--- config.mk ---
export PLATFORM = sky130hd
export DESIGN_NAME = battery_current_monitor_flat
export DESIGN_NICKNAME = d
export VERILOG_FILES = /design/src/hdl/bcm_pkg.sv /design/src/hdl/bcm_if.sv /design/src/hdl/bcm_cfg_regs.sv /design/src/hdl/bcm_in_reg.sv /design/src/hdl/bcm_eval.sv /design/src/hdl/battery_current_monitor.sv /design/src/flat_wrapper.sv
export SDC_FILE = /design/constraint.sdc
export NUM_CORES = 1
export LEC_CHECK = 0
export ABC_AREA = 1
export BUFFER_PORTS_ARGS = -buffer_cell sky130_fd_sc_hd__buf_2
export CAP_MARGIN = 0
export CORE_MARGIN = 5
export CORE_UTILIZATION = 54
export DETAILED_ROUTE_END_ITERATION = 10
export PLACE_DENSITY = 0.73
export SYNTH_ARGS = -nofsm -noshare
export SYNTH_HDL_FRONTEND = slang
export SYNTH_HIERARCHICAL = 1
export SYNTH_SLANG_ARGS = --single-unit
--- constraint.sdc ---
create_clock -name clk -period 5.6 [get_ports clk]
set_clock_uncertainty 0.2 [all_clocks]
set_input_delay 0.28 -clock clk [delete_from_list [all_inputs] [get_ports clk]]
set_output_delay 0.28 -clock clk [all_outputs]
set_load 0.005 [all_outputs]
--- src/hdl/bcm_pkg.sv ---
package bcm_pkg;

  localparam int LIM_W   = 19;
  localparam int TIME_W  = 32;
  localparam int CFG_W   = 32;
  localparam int INDEX_W = 3;

  localparam logic [INDEX_W-1:0] REG_INVERT_SIGN      = 3'd0;
  localparam logic [INDEX_W-1:0] REG_IDLE_BAND_MA     = 3'd1;
  localparam logic [INDEX_W-1:0] REG_MAX_CHARGE_MA    = 3'd2;
  localparam logic [INDEX_W-1:0] REG_MAX_DISCHARGE_MA = 3'd3;
  localparam logic [INDEX_W-1:0] REG_WARN_LIMIT_MA    = 3'd4;
  localparam logic [INDEX_W-1:0] REG_OC_HOLD_MS       = 3'd5;
  localparam logic [INDEX_W-1:0] REG_HEALTH_LIMIT_MA  = 3'd6;

  localparam logic OP_SAMPLE = 1'b0;
  localparam logic OP_CLEAR  = 1'b1;

  localparam logic [1:0] DIR_IDLE      = 2'd0;
  localparam logic [1:0] DIR_DISCHARGE = 2'd1;
  localparam logic [1:0] DIR_CHARGE    = 2'd2;

  localparam logic [LIM_W-1:0]  RST_IDLE_BAND_MA     = 19'd150;
  localparam logic [LIM_W-1:0]  RST_MAX_CHARGE_MA    = 19'd5000;
  localparam logic [LIM_W-1:0]  RST_MAX_DISCHARGE_MA = 19'd10000;
  localparam logic [LIM_W-1:0]  RST_WARN_LIMIT_MA    = 19'd8000;
  localparam logic [TIME_W-1:0] RST_OC_HOLD_MS       = 32'd1000;
  localparam logic [LIM_W-1:0]  RST_HEALTH_LIMIT_MA  = 19'd100000;

  typedef struct packed {
    logic              invert_sign;
    logic [LIM_W-1:0]  idle_band_ma;
    logic [LIM_W-1:0]  max_charge_ma;
    logic [LIM_W-1:0]  max_discharge_ma;
    logic [LIM_W-1:0]  warn_limit_ma;
    logic [TIME_W-1:0] oc_hold_ms;
    logic [LIM_W-1:0]  health_limit_ma;
  } cfg_t;

endpackage

--- src/hdl/bcm_if.sv ---
interface bcm_sample_if #(
  parameter int CURRENT_WIDTH = 20
);
  logic                            valid;
  logic                            ready;
  logic                            operation;
  logic signed [CURRENT_WIDTH-1:0] raw_current_ma;
  logic [31:0]                     time_ms;

  modport source (output valid, operation, raw_current_ma, time_ms, input ready);
  modport sink   (input valid, operation, raw_current_ma, time_ms, output ready);
endinterface

interface bcm_result_if #(
  parameter int CURRENT_WIDTH = 20
);
  logic                            valid;
  logic                            ready;
  logic signed [CURRENT_WIDTH-1:0] current_ma;
  logic [1:0]                      direction;
  logic                            over_current;
  logic                            warning;
  logic                            sensor_healthy;
  logic [CURRENT_WIDTH-1:0]        peak_ma;

  modport source (output valid, current_ma, direction, over_current, warning,
                  sensor_healthy, peak_ma, input ready);
  modport sink   (input valid, current_ma, direction, over_current, warning,
                  sensor_healthy, peak_ma, output ready);
endinterface

--- src/hdl/bcm_cfg_regs.sv ---
module bcm_cfg_regs
  import bcm_pkg::*;
(
  input  logic               clk,
  input  logic               rst,
  input  logic               cfg_we,
  input  logic [INDEX_W-1:0] cfg_index,
  input  logic [CFG_W-1:0]   cfg_wdata,
  output cfg_t               cfg
);

  always_ff @(posedge clk) begin
    if (rst) begin
      cfg.invert_sign      <= 1'b1;
      cfg.idle_band_ma     <= RST_IDLE_BAND_MA;
      cfg.max_charge_ma    <= RST_MAX_CHARGE_MA;
      cfg.max_discharge_ma <= RST_MAX_DISCHARGE_MA;
      cfg.warn_limit_ma    <= RST_WARN_LIMIT_MA;
      cfg.oc_hold_ms       <= RST_OC_HOLD_MS;
      cfg.health_limit_ma  <= RST_HEALTH_LIMIT_MA;
    end else if (cfg_we) begin
      unique case (cfg_index)
        REG_INVERT_SIGN:      cfg.invert_sign      <= cfg_wdata[0];
        REG_IDLE_BAND_MA:     cfg.idle_band_ma     <= cfg_wdata[LIM_W-1:0];
        REG_MAX_CHARGE_MA:    cfg.max_charge_ma    <= cfg_wdata[LIM_W-1:0];
        REG_MAX_DISCHARGE_MA: cfg.max_discharge_ma <= cfg_wdata[LIM_W-1:0];
        REG_WARN_LIMIT_MA:    cfg.warn_limit_ma    <= cfg_wdata[LIM_W-1:0];
        REG_OC_HOLD_MS:       cfg.oc_hold_ms       <= cfg_wdata[TIME_W-1:0];
        REG_HEALTH_LIMIT_MA:  cfg.health_limit_ma  <= cfg_wdata[LIM_W-1:0];
        default: begin
        end
      endcase
    end
  end

endmodule

--- src/hdl/bcm_in_reg.sv ---
module bcm_in_reg
  import bcm_pkg::*;
#(
  parameter int CURRENT_WIDTH = 20
) (
  input  logic                            clk,
  input  logic                            rst,
  bcm_sample_if.sink                      sample,
  input  logic                            advance,
  output logic                            s1_valid,
  output logic                            s1_op,
  output logic signed [CURRENT_WIDTH-1:0] s1_raw,
  output logic [TIME_W-1:0]               s1_time
);

  logic load;

  assign sample.ready = !s1_valid || advance;
  assign load         = sample.valid && sample.ready;

  always_ff @(posedge clk) begin
    if (rst) begin
      s1_valid <= 1'b0;
    end else if (sample.ready) begin
      s1_valid <= sample.valid;
    end
  end

  always_ff @(posedge clk) begin
    if (load) begin
      s1_op   <= sample.operation;
      s1_raw  <= sample.raw_current_ma;
      s1_time <= sample.time_ms;
    end
  end

endmodule

--- src/hdl/bcm_eval.sv ---
module bcm_eval
  import bcm_pkg::*;
#(
  parameter int CURRENT_WIDTH = 20
) (
  input  logic                            clk,
  input  logic                            rst,
  input  cfg_t                            cfg,
  input  logic                            s1_valid,
  input  logic                            s1_op,
  input  logic signed [CURRENT_WIDTH-1:0] s1_raw,
  input  logic [TIME_W-1:0]               s1_time,
  output logic                            advance,
  bcm_result_if.source                    result
);

  localparam int W  = CURRENT_WIDTH;
  localparam int CW = (W > LIM_W) ? W : LIM_W;

  logic [W-1:0]        peak_abs;
  logic                oc_active;
  logic [TIME_W-1:0]   oc_start_time;

  logic                neg_full;
  logic signed [W-1:0] cur;
  logic [W-1:0]        mag;
  logic [CW-1:0]       mag_x;
  logic                beyond_band;
  logic [1:0]          dir;
  logic                raw_oc;
  logic [TIME_W-1:0]   start_sel;
  logic [TIME_W-1:0]   elapsed;
  logic                over;
  logic [W-1:0]        peak_next;
  logic                is_clear;
  logic                fire;

  assign advance  = !result.valid || result.ready;
  assign fire     = s1_valid && advance;
  assign is_clear = (s1_op == OP_CLEAR);

  always_comb begin
    neg_full = (s1_raw == {1'b1, {(W-1){1'b0}}});
    if (cfg.invert_sign) begin
      cur = neg_full ? {1'b0, {(W-1){1'b1}}} : -s1_raw;
    end else begin
      cur = s1_raw;
    end
    mag         = cur[W-1] ? -cur : cur;
    mag_x       = CW'(mag);
    beyond_band = mag_x > CW'(cfg.idle_band_ma);
    if (!beyond_band) begin
      dir = DIR_IDLE;
    end else if (cur[W-1]) begin
      dir = DIR_CHARGE;
    end else begin
      dir = DIR_DISCHARGE;
    end
    unique case (dir)
      DIR_CHARGE:    raw_oc = mag_x > CW'(cfg.max_charge_ma);
      DIR_DISCHARGE: raw_oc = mag_x > CW'(cfg.max_discharge_ma);
      default:       raw_oc = 1'b0;
    endcase
    start_sel = oc_active ? oc_start_time : s1_time;
    elapsed   = s1_time - start_sel;
    over      = raw_oc && (elapsed >= cfg.oc_hold_ms);
    peak_next = (mag > peak_abs) ? mag : peak_abs;
  end

  always_ff @(posedge clk) begin
    if (rst) begin
      peak_abs      <= '0;
      oc_active     <= 1'b0;
      oc_start_time <= '0;
    end else if (fire) begin
      if (is_clear) begin
        peak_abs <= '0;
      end else begin
        peak_abs <= peak_next;
        if (raw_oc) begin
          if (!oc_active) begin
            oc_active     <= 1'b1;
            oc_start_time <= s1_time;
          end
        end else begin
          oc_active <= 1'b0;
        end
      end
    end
  end

  always_ff @(posedge clk) begin
    if (rst) begin
      result.valid <= 1'b0;
    end else if (advance) begin
      result.valid <= s1_valid;
    end
  end

  always_ff @(posedge clk) begin
    if (fire) begin
      if (is_clear) begin
        result.current_ma     <= '0;
        result.direction      <= DIR_IDLE;
        result.over_current   <= 1'b0;
        result.warning        <= 1'b0;
        result.sensor_healthy <= 1'b0;
        result.peak_ma        <= '0;
      end else begin
        result.current_ma     <= cur;
        result.direction      <= dir;
        result.over_current   <= over;
        result.warning        <= mag_x > CW'(cfg.warn_limit_ma);
        result.sensor_healthy <= mag_x <= CW'(cfg.health_limit_ma);
        result.peak_ma        <= peak_next;
      end
    end
  end

endmodule

--- src/hdl/battery_current_monitor.sv ---
// Channel  Role   Carries
// -------  -----  ---------------------------------------------------------
// sample   sink   operation, raw_current_ma, time_ms
// result   source current_ma, direction, over_current, warning,
//                 sensor_healthy, peak_ma
// cfg      write  cfg_we, cfg_index, cfg_wdata (seven registers)
//
// Each request passes through the input register and then the result register,
// from which the result is offered.
// One request is accepted every cycle unless the pipeline is stalled; the peak and
// timer state update in the same cycle that the result register loads.
// A stalled result stops the pipeline; ready falls only when both stages hold.
// Reset is synchronous; it empties both stages and loads the register defaults.
module battery_current_monitor
  import bcm_pkg::*;
#(
  parameter int CURRENT_WIDTH = 20
) (
  input  logic               clk,
  input  logic               rst,
  input  logic               cfg_we,
  input  logic [INDEX_W-1:0] cfg_index,
  input  logic [CFG_W-1:0]   cfg_wdata,
  bcm_sample_if.sink         sample,
  bcm_result_if.source       result
);

  cfg_t                            cfg;
  logic                            advance;
  logic                            s1_valid;
  logic                            s1_op;
  logic signed [CURRENT_WIDTH-1:0] s1_raw;
  logic [TIME_W-1:0]               s1_time;

  bcm_cfg_regs u_cfg (
    .clk       (clk),
    .rst       (rst),
    .cfg_we    (cfg_we),
    .cfg_index (cfg_index),
    .cfg_wdata (cfg_wdata),
    .cfg       (cfg)
  );

  bcm_in_reg #(
    .CURRENT_WIDTH (CURRENT_WIDTH)
  ) u_in (
    .clk      (clk),
    .rst      (rst),
    .sample   (sample),
    .advance  (advance),
    .s1_valid (s1_valid),
    .s1_op    (s1_op),
    .s1_raw   (s1_raw),
    .s1_time  (s1_time)
  );

  bcm_eval #(
    .CURRENT_WIDTH (CURRENT_WIDTH)
  ) u_eval (
    .clk      (clk),
    .rst      (rst),
    .cfg      (cfg),
    .s1_valid (s1_valid),
    .s1_op    (s1_op),
    .s1_raw   (s1_raw),
    .s1_time  (s1_time),
    .advance  (advance),
    .result   (result)
  );

endmodule

--- src/flat_wrapper.sv ---
// flat-port wrapper written by rule: the top's interface ports become plain ports
module battery_current_monitor_flat import bcm_pkg::*;
#(
  parameter int CURRENT_WIDTH = 20
)
  (clk, rst, cfg_we, cfg_index, cfg_wdata, sample_valid, sample_operation, sample_raw_current_ma, sample_time_ms, sample_ready, result_valid, result_current_ma, result_direction, result_over_current, result_warning, result_sensor_healthy, result_peak_ma, result_ready);
  bcm_sample_if #(.CURRENT_WIDTH(CURRENT_WIDTH)) sample_i ();
  bcm_result_if #(.CURRENT_WIDTH(CURRENT_WIDTH)) result_i ();
  input  logic clk;
  input  logic rst;
  input  logic cfg_we;
  input  logic [INDEX_W-1:0] cfg_index;
  input  logic [CFG_W-1:0] cfg_wdata;
  input wire logic [$bits(sample_i.valid)-1:0] sample_valid;
  input wire logic [$bits(sample_i.operation)-1:0] sample_operation;
  input wire logic [$bits(sample_i.raw_current_ma)-1:0] sample_raw_current_ma;
  input wire logic [$bits(sample_i.time_ms)-1:0] sample_time_ms;
  output wire logic [$bits(sample_i.ready)-1:0] sample_ready;
  output wire logic [$bits(result_i.valid)-1:0] result_valid;
  output wire logic [$bits(result_i.current_ma)-1:0] result_current_ma;
  output wire logic [$bits(result_i.direction)-1:0] result_direction;
  output wire logic [$bits(result_i.over_current)-1:0] result_over_current;
  output wire logic [$bits(result_i.warning)-1:0] result_warning;
  output wire logic [$bits(result_i.sensor_healthy)-1:0] result_sensor_healthy;
  output wire logic [$bits(result_i.peak_ma)-1:0] result_peak_ma;
  input wire logic [$bits(result_i.ready)-1:0] result_ready;
  assign sample_i.valid = sample_valid;
  assign sample_i.operation = sample_operation;
  assign sample_i.raw_current_ma = sample_raw_current_ma;
  assign sample_i.time_ms = sample_time_ms;
  assign sample_ready = sample_i.ready;
  assign result_valid = result_i.valid;
  assign result_current_ma = result_i.current_ma;
  assign result_direction = result_i.direction;
  assign result_over_current = result_i.over_current;
  assign result_warning = result_i.warning;
  assign result_sensor_healthy = result_i.sensor_healthy;
  assign result_peak_ma = result_i.peak_ma;
  assign result_i.ready = result_ready;
  battery_current_monitor #(.CURRENT_WIDTH(CURRENT_WIDTH)) u_core (.clk(clk), .rst(rst), .cfg_we(cfg_we), .cfg_index(cfg_index), .cfg_wdata(cfg_wdata), .sample(sample_i), .result(result_i));
endmodule
# After elaboration in Yosys (flattened, before gate mapping)
# Cells that the tools add are included.
dict set report totals {
  reg_bits 281
  out_inout_bits 47
}
dict set report op_classes {
  addsub 3
  order_cmp 7
  n_eq_ne 9
  muxes 10
  bitwise 1
  n_reduce_logical 17
}
# operator n
set ops {}
lappend ops {{20-bit 2-to-1 mux} 5}
lappend ops {{20-bit by 19-bit greater-than comparator with 1-bit output} 4}
lappend ops {{20-bit negation} 2}
lappend ops {{32-bit greater-or-equal comparator} 1}
lappend ops {{32-bit 2-to-1 mux} 1}
lappend ops {{32-bit subtractor} 1}
lappend ops {{20-bit equality test, second input constant} 1}
lappend ops {{20-bit greater-than comparator} 1}
lappend ops {{20-bit by 19-bit <= comparator with 1-bit output} 1}
lappend ops {{2-bit AND reduction} 8}
lappend ops {{3-bit equality test, second input constant} 3}
lappend ops {{3-bit by 2-bit equality test with 1-bit output, second input constant} 2}
lappend ops {{2-bit 2-to-1 mux} 2}
lappend ops {{3-bit by 1-bit equality test with 1-bit output, second input constant} 1}
lappend ops {{1-bit logical AND} 3}
lappend ops {{3-bit logical NOT} 1}
lappend ops {{3-bit AND reduction} 1}
lappend ops {{2-bit by 1-bit equality test with 1-bit output, second input constant} 1}
lappend ops {{2-bit equality test, second input constant} 1}
lappend ops {{1-bit logical NOT} 2}
lappend ops {{1-bit logical OR} 2}
lappend ops {{1-bit one-hot mux with 2 select lines} 1}
lappend ops {{1-bit 2-to-1 mux} 1}
lappend ops {{1-bit inverter} 1}

# Logic depth before layout (Yosys ltp)
dict set report depth {
  ltp_word 10
  ltp_mapped 39
  depth_no_buf 36
}

# By module
# The synthesis kept the hierarchy.
# module n_inst cells_each area_per_inst_um2 seq_area_each_um2
set by_module_without_submodules {}
lappend by_module_without_submodules {bcm_eval 1 1564 10867.9 2432.3}
lappend by_module_without_submodules {bcm_cfg_regs 1 709 5003.5 2562.5}
lappend by_module_without_submodules {bcm_in_reg 1 59 1639.1 1611.5}

# Worst setup path before layout
# No wires, ideal clock.
dict set report synth_timing {
  path_kind {register -> register}
  from {reg u_core.u_eval.oc_active}
  to {reg u_core.u_eval.result.over_current (data pin)}
  setup_time_ns 0.266
  arrival_ns 4.033
  t_required_ns 5.134
  setup_slack_ns 1.101
  stages_incl_launch_ff 23
  n_path_buf 2
  cell_sequence {dfxtp_1 -> clkbuf_1 -> buf_1 -> mux2i_1 -> ha_1 -> nand3_1 -> nand2_1 -> a21oi_1 -> o21ai_0 -> a21boi_1 -> o21ai_0 -> a21boi_1 -> o21ai_0 -> xor2_1 -> ha_1 -> nand2_1 -> nor2_1 -> a211oi_1 -> o221ai_1 -> a21oi_1 -> nor2_1 -> o21ai_1 -> nor2_1}
}
dict set report synth_between {
  elab_chain_cells 4
}
# element line_no
set synth_rtl {}
lappend synth_rtl {{start: declaration} bcm_eval.sv:21} ;# logic oc_active;
lappend synth_rtl {{start signal: assignment} bcm_eval.sv:73} ;# oc_active <= 1'b0;
lappend synth_rtl {{start signal: assignment} bcm_eval.sv:82} ;# oc_active <= 1'b1;
lappend synth_rtl {{start signal: assignment} bcm_eval.sv:86} ;# oc_active <= 1'b0;
lappend synth_rtl {{32-bit 2-to-1 mux} n/a}
lappend synth_rtl {{32-bit subtractor} bcm_eval.sv:65} ;# elapsed = s1_time - start_sel;
lappend synth_rtl {{32-bit greater-or-equal comparator} bcm_eval.sv:66} ;# over = raw_oc && (elapsed >= cfg.oc_hold_ms);
lappend synth_rtl {{1-bit logical AND} bcm_eval.sv:66}
lappend synth_rtl {{end signal: assignment} bcm_eval.sv:112} ;# result.over_current <= over;
lappend synth_rtl {{end: declaration} bcm_if.sv:26} ;# modport source (output valid, current_ma, direction, over_current, warning,
# No other way between the ends.
# A chain may end at the register's enable or synchronous reset.

# Worst setup path in the final report
dict set report layout_timing {
  from {reg u_core.u_in.s1_raw[0]}
  to {reg u_core.u_eval.oc_start_time[12]}
}
dict set report layout_between {
  elab_chain_cells 10
}
# element line_no
set layout_rtl {}
lappend layout_rtl {{start: declaration} bcm_in_reg.sv:12} ;# output logic signed [CURRENT_WIDTH-1:0] s1_raw,
lappend layout_rtl {{start signal: assignment} bcm_in_reg.sv:32} ;# s1_raw <= sample.raw_current_ma;
lappend layout_rtl {{20-bit negation or 20-bit equality test (tied branches)} {bcm_eval.sv:45, bcm_eval.sv:43}}
lappend layout_rtl {{20-bit 2-to-1 mux} bcm_eval.sv:45} ;# cur = neg_full ? {1'b0, {(W-1){1'b1}}} : -s1_raw;
lappend layout_rtl {{20-bit 2-to-1 mux *} bcm_eval.sv:44} ;# if (cfg.invert_sign) begin
lappend layout_rtl {{20-bit negation} bcm_eval.sv:49} ;# mag = cur[W-1] ? -cur : cur;
lappend layout_rtl {{20-bit 2-to-1 mux} bcm_eval.sv:49}
lappend layout_rtl {{20-bit by 19-bit greater-than comparator with 1-bit output} bcm_eval.sv:51} ;# beyond_band = mag_x > CW'(cfg.idle_band_ma);
lappend layout_rtl {{2-bit 2-to-1 mux} bcm_eval.sv:52} ;# if (!beyond_band) begin
lappend layout_rtl {{2-bit by 1-bit equality test with 1-bit output or 2-bit equality test (tied branches)} bcm_eval.sv:59} ;# unique case (dir)
lappend layout_rtl {{1-bit one-hot mux with 2 select lines *} bcm_eval.sv:59}
lappend layout_rtl {{3-bit AND reduction (no line) *} n/a}
lappend layout_rtl {{end signal: assignment} bcm_eval.sv:83} ;# oc_start_time <= s1_time;
lappend layout_rtl {{end: declaration} bcm_eval.sv:22} ;# logic [TIME_W-1:0] oc_start_time;
# Every way passes the cells marked *; elsewhere a longest branch is shown, timed or not.

==> metrics.txt <==
hold path endpoint=u_core/u_cfg/cfg[69]$_SDFFE_PP0P_; filler instances=about 2800; clock root cell=clkbuf_16; number of global-route vias before repair=15499; Sequential Power Share=0.391; grt total ovfl=0; Vias=around 16000; fraction of the yosys area taken by sequential cells=0.3773; Slew Limit Headroom=0.2836; dominant synthesized flop cell=dfxtp_1; Yosys reg bits=between 200 and 300; gr usage total=0.2638; Layout Area Growth over Synthesis=16.91%; Clk pin slew, worst setup/hold paths=about 60 ps; maximum capacitance violations=0; GPL Wtd Cong=between 0.9 and 1; Setup crit end kind=flip-flop; post-route setup TNS=0 ps; Cell Pwr Density=about 290 nW/um^2; Crit Path Max Fanout=66; Comb pwr share=0.249; Avg Cell Area, Syn=roughly 7.5 sq um; Hold Fails Final Rpt=0; Initial Util=0.5423; Clock Power Share=0.360; Req. time, crit path=5850 ps; # rows=between 60 and 70; Period Utilization, post-route=0.9243; slowest CP cell=edfxtp_1; 1st-iter DRT viols=~1000; flop-to-flop setup slack=between 400 and 500 ps; hold path cells=5; internal power consumption=0.004056 W; CTS tree=done; CTS Buf Count=30; Max Freq=a little under 200 MHz; clk_lat worst skew=approximately 560 ps; YS warnings=6; Clock Tree Buf Depth=3; Post-synth EDFFs=roughly 100; largest net degree at the start of global routing=between 80 and 90; reg2reg start=u_core/u_in/s1_raw[0]$_DFFE_PP_; Inst Count DP=approximately 2900; Via density=approximately 5.3; WP data arrival=5430 ps; VDD IR-drop max=0.0002690 V; Reg2Reg Depth=33; outcome=finished clean; initial antenna violation count=0; Mapped Cells=roughly 2300; NumNets Final=2805; max-slew violation count=0; Leak=around 9.7 nW; Startpoint Class=flip-flop; CTS H-tree depth=1; worst min path class=in2reg; Core Area=32290 sq um; Slew @ Worst Pin=roughly 1100 ps; DRC=0; hpwl dp=35.68 mm; Total Wirelength=approximately 49 mm; first-pass GRT wire length=roughly 78 mm; Die Span X=~190 um; Reg2Reg Capture Point=u_core/u_eval/oc_start_time[12]$_SDFFE_PP0P_; number of diodes=0; I/O Buffers=~140; Mapped Nets=~2600; Post-synth ARST share=0; Mapped Area=around 18000 sq um; worst setup path category=reg2reg; Final ANT Viol Nets=0; Die Y-Extent=190.1 um; most frequent cell on the critical path=nand2_1; drt first pass iters=9; wire per inst=~16 um; sw frac=0.3061; RSZ-0062 raised after global routing=no; final std cells w/o fill=2997; switching power=0.001789 W; clk sink count=281; die area=roughly 36000 sq um; Final min period=5176 ps; Hold Crit Start=cfg_wdata[18]; IO Count=140; Largest stage delay, worst path=410 ps; Yosys cell types=49; layout cell share with drive strength beyond 1=0.1072; setup violators final=0
-- per-stage QoR --
step	setup slack (ps)	hold WS [ps]	cell area (sq um)	total power [W]	utilization
after global routing	16.30	67.77	20470	0.006170	0.6340
after global placement	542.7	239.8	18530	0.003670	0.5739
after detailed placement	296.3	244.5	18530	0.003712	0.5739
final	423.9	44.38	20470	0.005846	0.6340
after CTS	246.4	3.197	20460	0.005867	0.6338
after floorplan	1101	142.4	17510	0.003322	-
-- layer usage --
metal,part of all wire,global-route usage,up-vias
met5,0,0,-
met4,0.044,0.1068,0
met3,0.070,0.04349,140
met2,0.46,0.4459,562
met1,0.42,0.3375,7281
li1,-,-,7981
-- cells in the final DEF (no fill, tap or decap), drive strengths merged --
cell type	n
nand3b	3
nand4	21
clkinv	5
buf	160
fa	1
o211ai	6
a21o	4
o221ai	3
a21oi	163
inv	321
o31ai	1
o21ai	64
nand3	232
mux2i	30
or2	4
ha	180
edfxtp	98
dlygate4sd3	87
a31oi	6
dfxtp	183
nand2	484
o21bai	7
a211oi	10
a221oi	2
o21a	6
clkbuf	48
o2111ai	1
nor3	15
a21boi	3
bufinv	3
xor2	33
o311ai	1
and2	1
clkinvlp	3
xnor2	11
nor2	355
-- how the worst max path moves through the flow --
| stage | from | to | slack [ps] | cells after the start |
|---|---|---|---|---|
| floorplan | u_core/u_eval/oc_active$_SDFFE_PP0P_ | u_core/u_eval/result.over_current$_SDFFCE_PP0P_ | 1100 | 22 |
| global placement | u_core/u_in/s1_raw[0]$_DFFE_PP_ | u_core/u_eval/oc_start_time[28]$_SDFFE_PP0P_ | 540 | 33 |
| detailed placement | u_core/u_in/s1_raw[0]$_DFFE_PP_ | u_core/u_eval/result.over_current$_SDFFCE_PP0P_ | 300 | 32 |
| CTS | u_core/u_in/s1_raw[0]$_DFFE_PP_ | u_core/u_eval/result.over_current$_SDFFCE_PP0P_ | 250 | 32 |
| global route | u_core/u_in/s1_raw[0]$_DFFE_PP_ | u_core/u_eval/oc_start_time[25]$_SDFFE_PP0P_ | 20 | 33 |
| finish | u_core/u_in/s1_raw[0]$_DFFE_PP_ | u_core/u_eval/oc_start_time[12]$_SDFFE_PP0P_ | 420 | 33 |
-- power by group through the flow --
stage / sequential (W) / clock, W / combinational [W]
3_5_place_dp: 0.00233 / 0 / 0.00138
5_1_grt: 0.00230 / 0.00223 / 0.00164
2_1_floorplan: 0.00231 / 0 / 0.00101
3_3_place_gp: 0.00233 / 0 / 0.00134
6_report: 0.00229 / 0.00210 / 0.00146
4_1_cts: 0.00229 / 0.00214 / 0.00144
-- sequential cells by signal, indices dropped and copies added, names as in the netlist --
register	count
u_core/u_eval/result.sensor_healthy	1
u_core/u_eval/result.current_ma	20
u_core/u_eval/result.peak_ma	20
u_core/u_in/s1_op	1
u_core/u_in/s1_valid	1
u_core/u_eval/result.warning	1
u_core/u_eval/oc_start_time	32
u_core/u_eval/result.direction	2
u_core/u_in/s1_time	32
u_core/u_cfg/cfg	128
u_core/u_eval/oc_active	1
u_core/u_eval/result.over_current	1
u_core/u_in/s1_raw	20
u_core/u_eval/result.valid	1
u_core/u_eval/peak_abs	20
-- worst max-delay path: cells and delay by family (launching register included) --
family | cells | cell delay (ps)
DFF | 1 | 410
and+or+nand+nor | 26 | 2700
xor gates and xnor gates | 1 | 280
adders and majority gates | 3 | 740
buffers and inverters | 3 | 710
-- Yosys cell counts (13+ instances only) --
master,n,area (sq um)
clkbuf_1,31,116.4
mux2i_1,30,300.3
nand2_1,473,1775
buf_2,25,125.1
xor2_1,33,289.0
nand3_1,227,1136
nor2_1,332,1246
dfxtp_1,183,3664
o21ai_0,62,310.3
inv_1,316,1186
a21oi_1,152,760.7
nand4_1,21,131.4
nor2_2,13,81.33
ha_1,180,2252
edfxtp_1,98,2943
nor3_1,14,70.07
-- logic make-up after synthesis --
logic type	count (synthesis)	synth area share
and+or+nand+nor	1115	0.2722
muxes	30	0.01715
xor gates and xnor gates	44	0.02201
DFF	281	0.3773
AOI/OAI and AO/OA	277	0.08875
adders and majority gates	181	0.1298
buffers and inverters	404	0.09289
-- layout make-up --
cell class              count  area (sq um)  area share
multi-input cells        1647          9299      0.4542
flip-flops and latches    281          6608      0.3228
repair buffers            247          1728     0.08440
inverters                 324          1221     0.05965
clock buffers              48         943.4     0.04608
well taps                 442         553.0     0.02701
clock inverters             8         120.1    0.005867
-- timing repair --
| item | CTS | global route |
|---|---|---|
| hold endpoints to repair | 137 | 0 |
| setup endpoints to repair | 0 | 36 |
| resized for setup | 0 | 2 |
| hold buffers | 87 | 0 |
| setup buffers | 0 | 0 |
(Power assumes the default switching activity.)
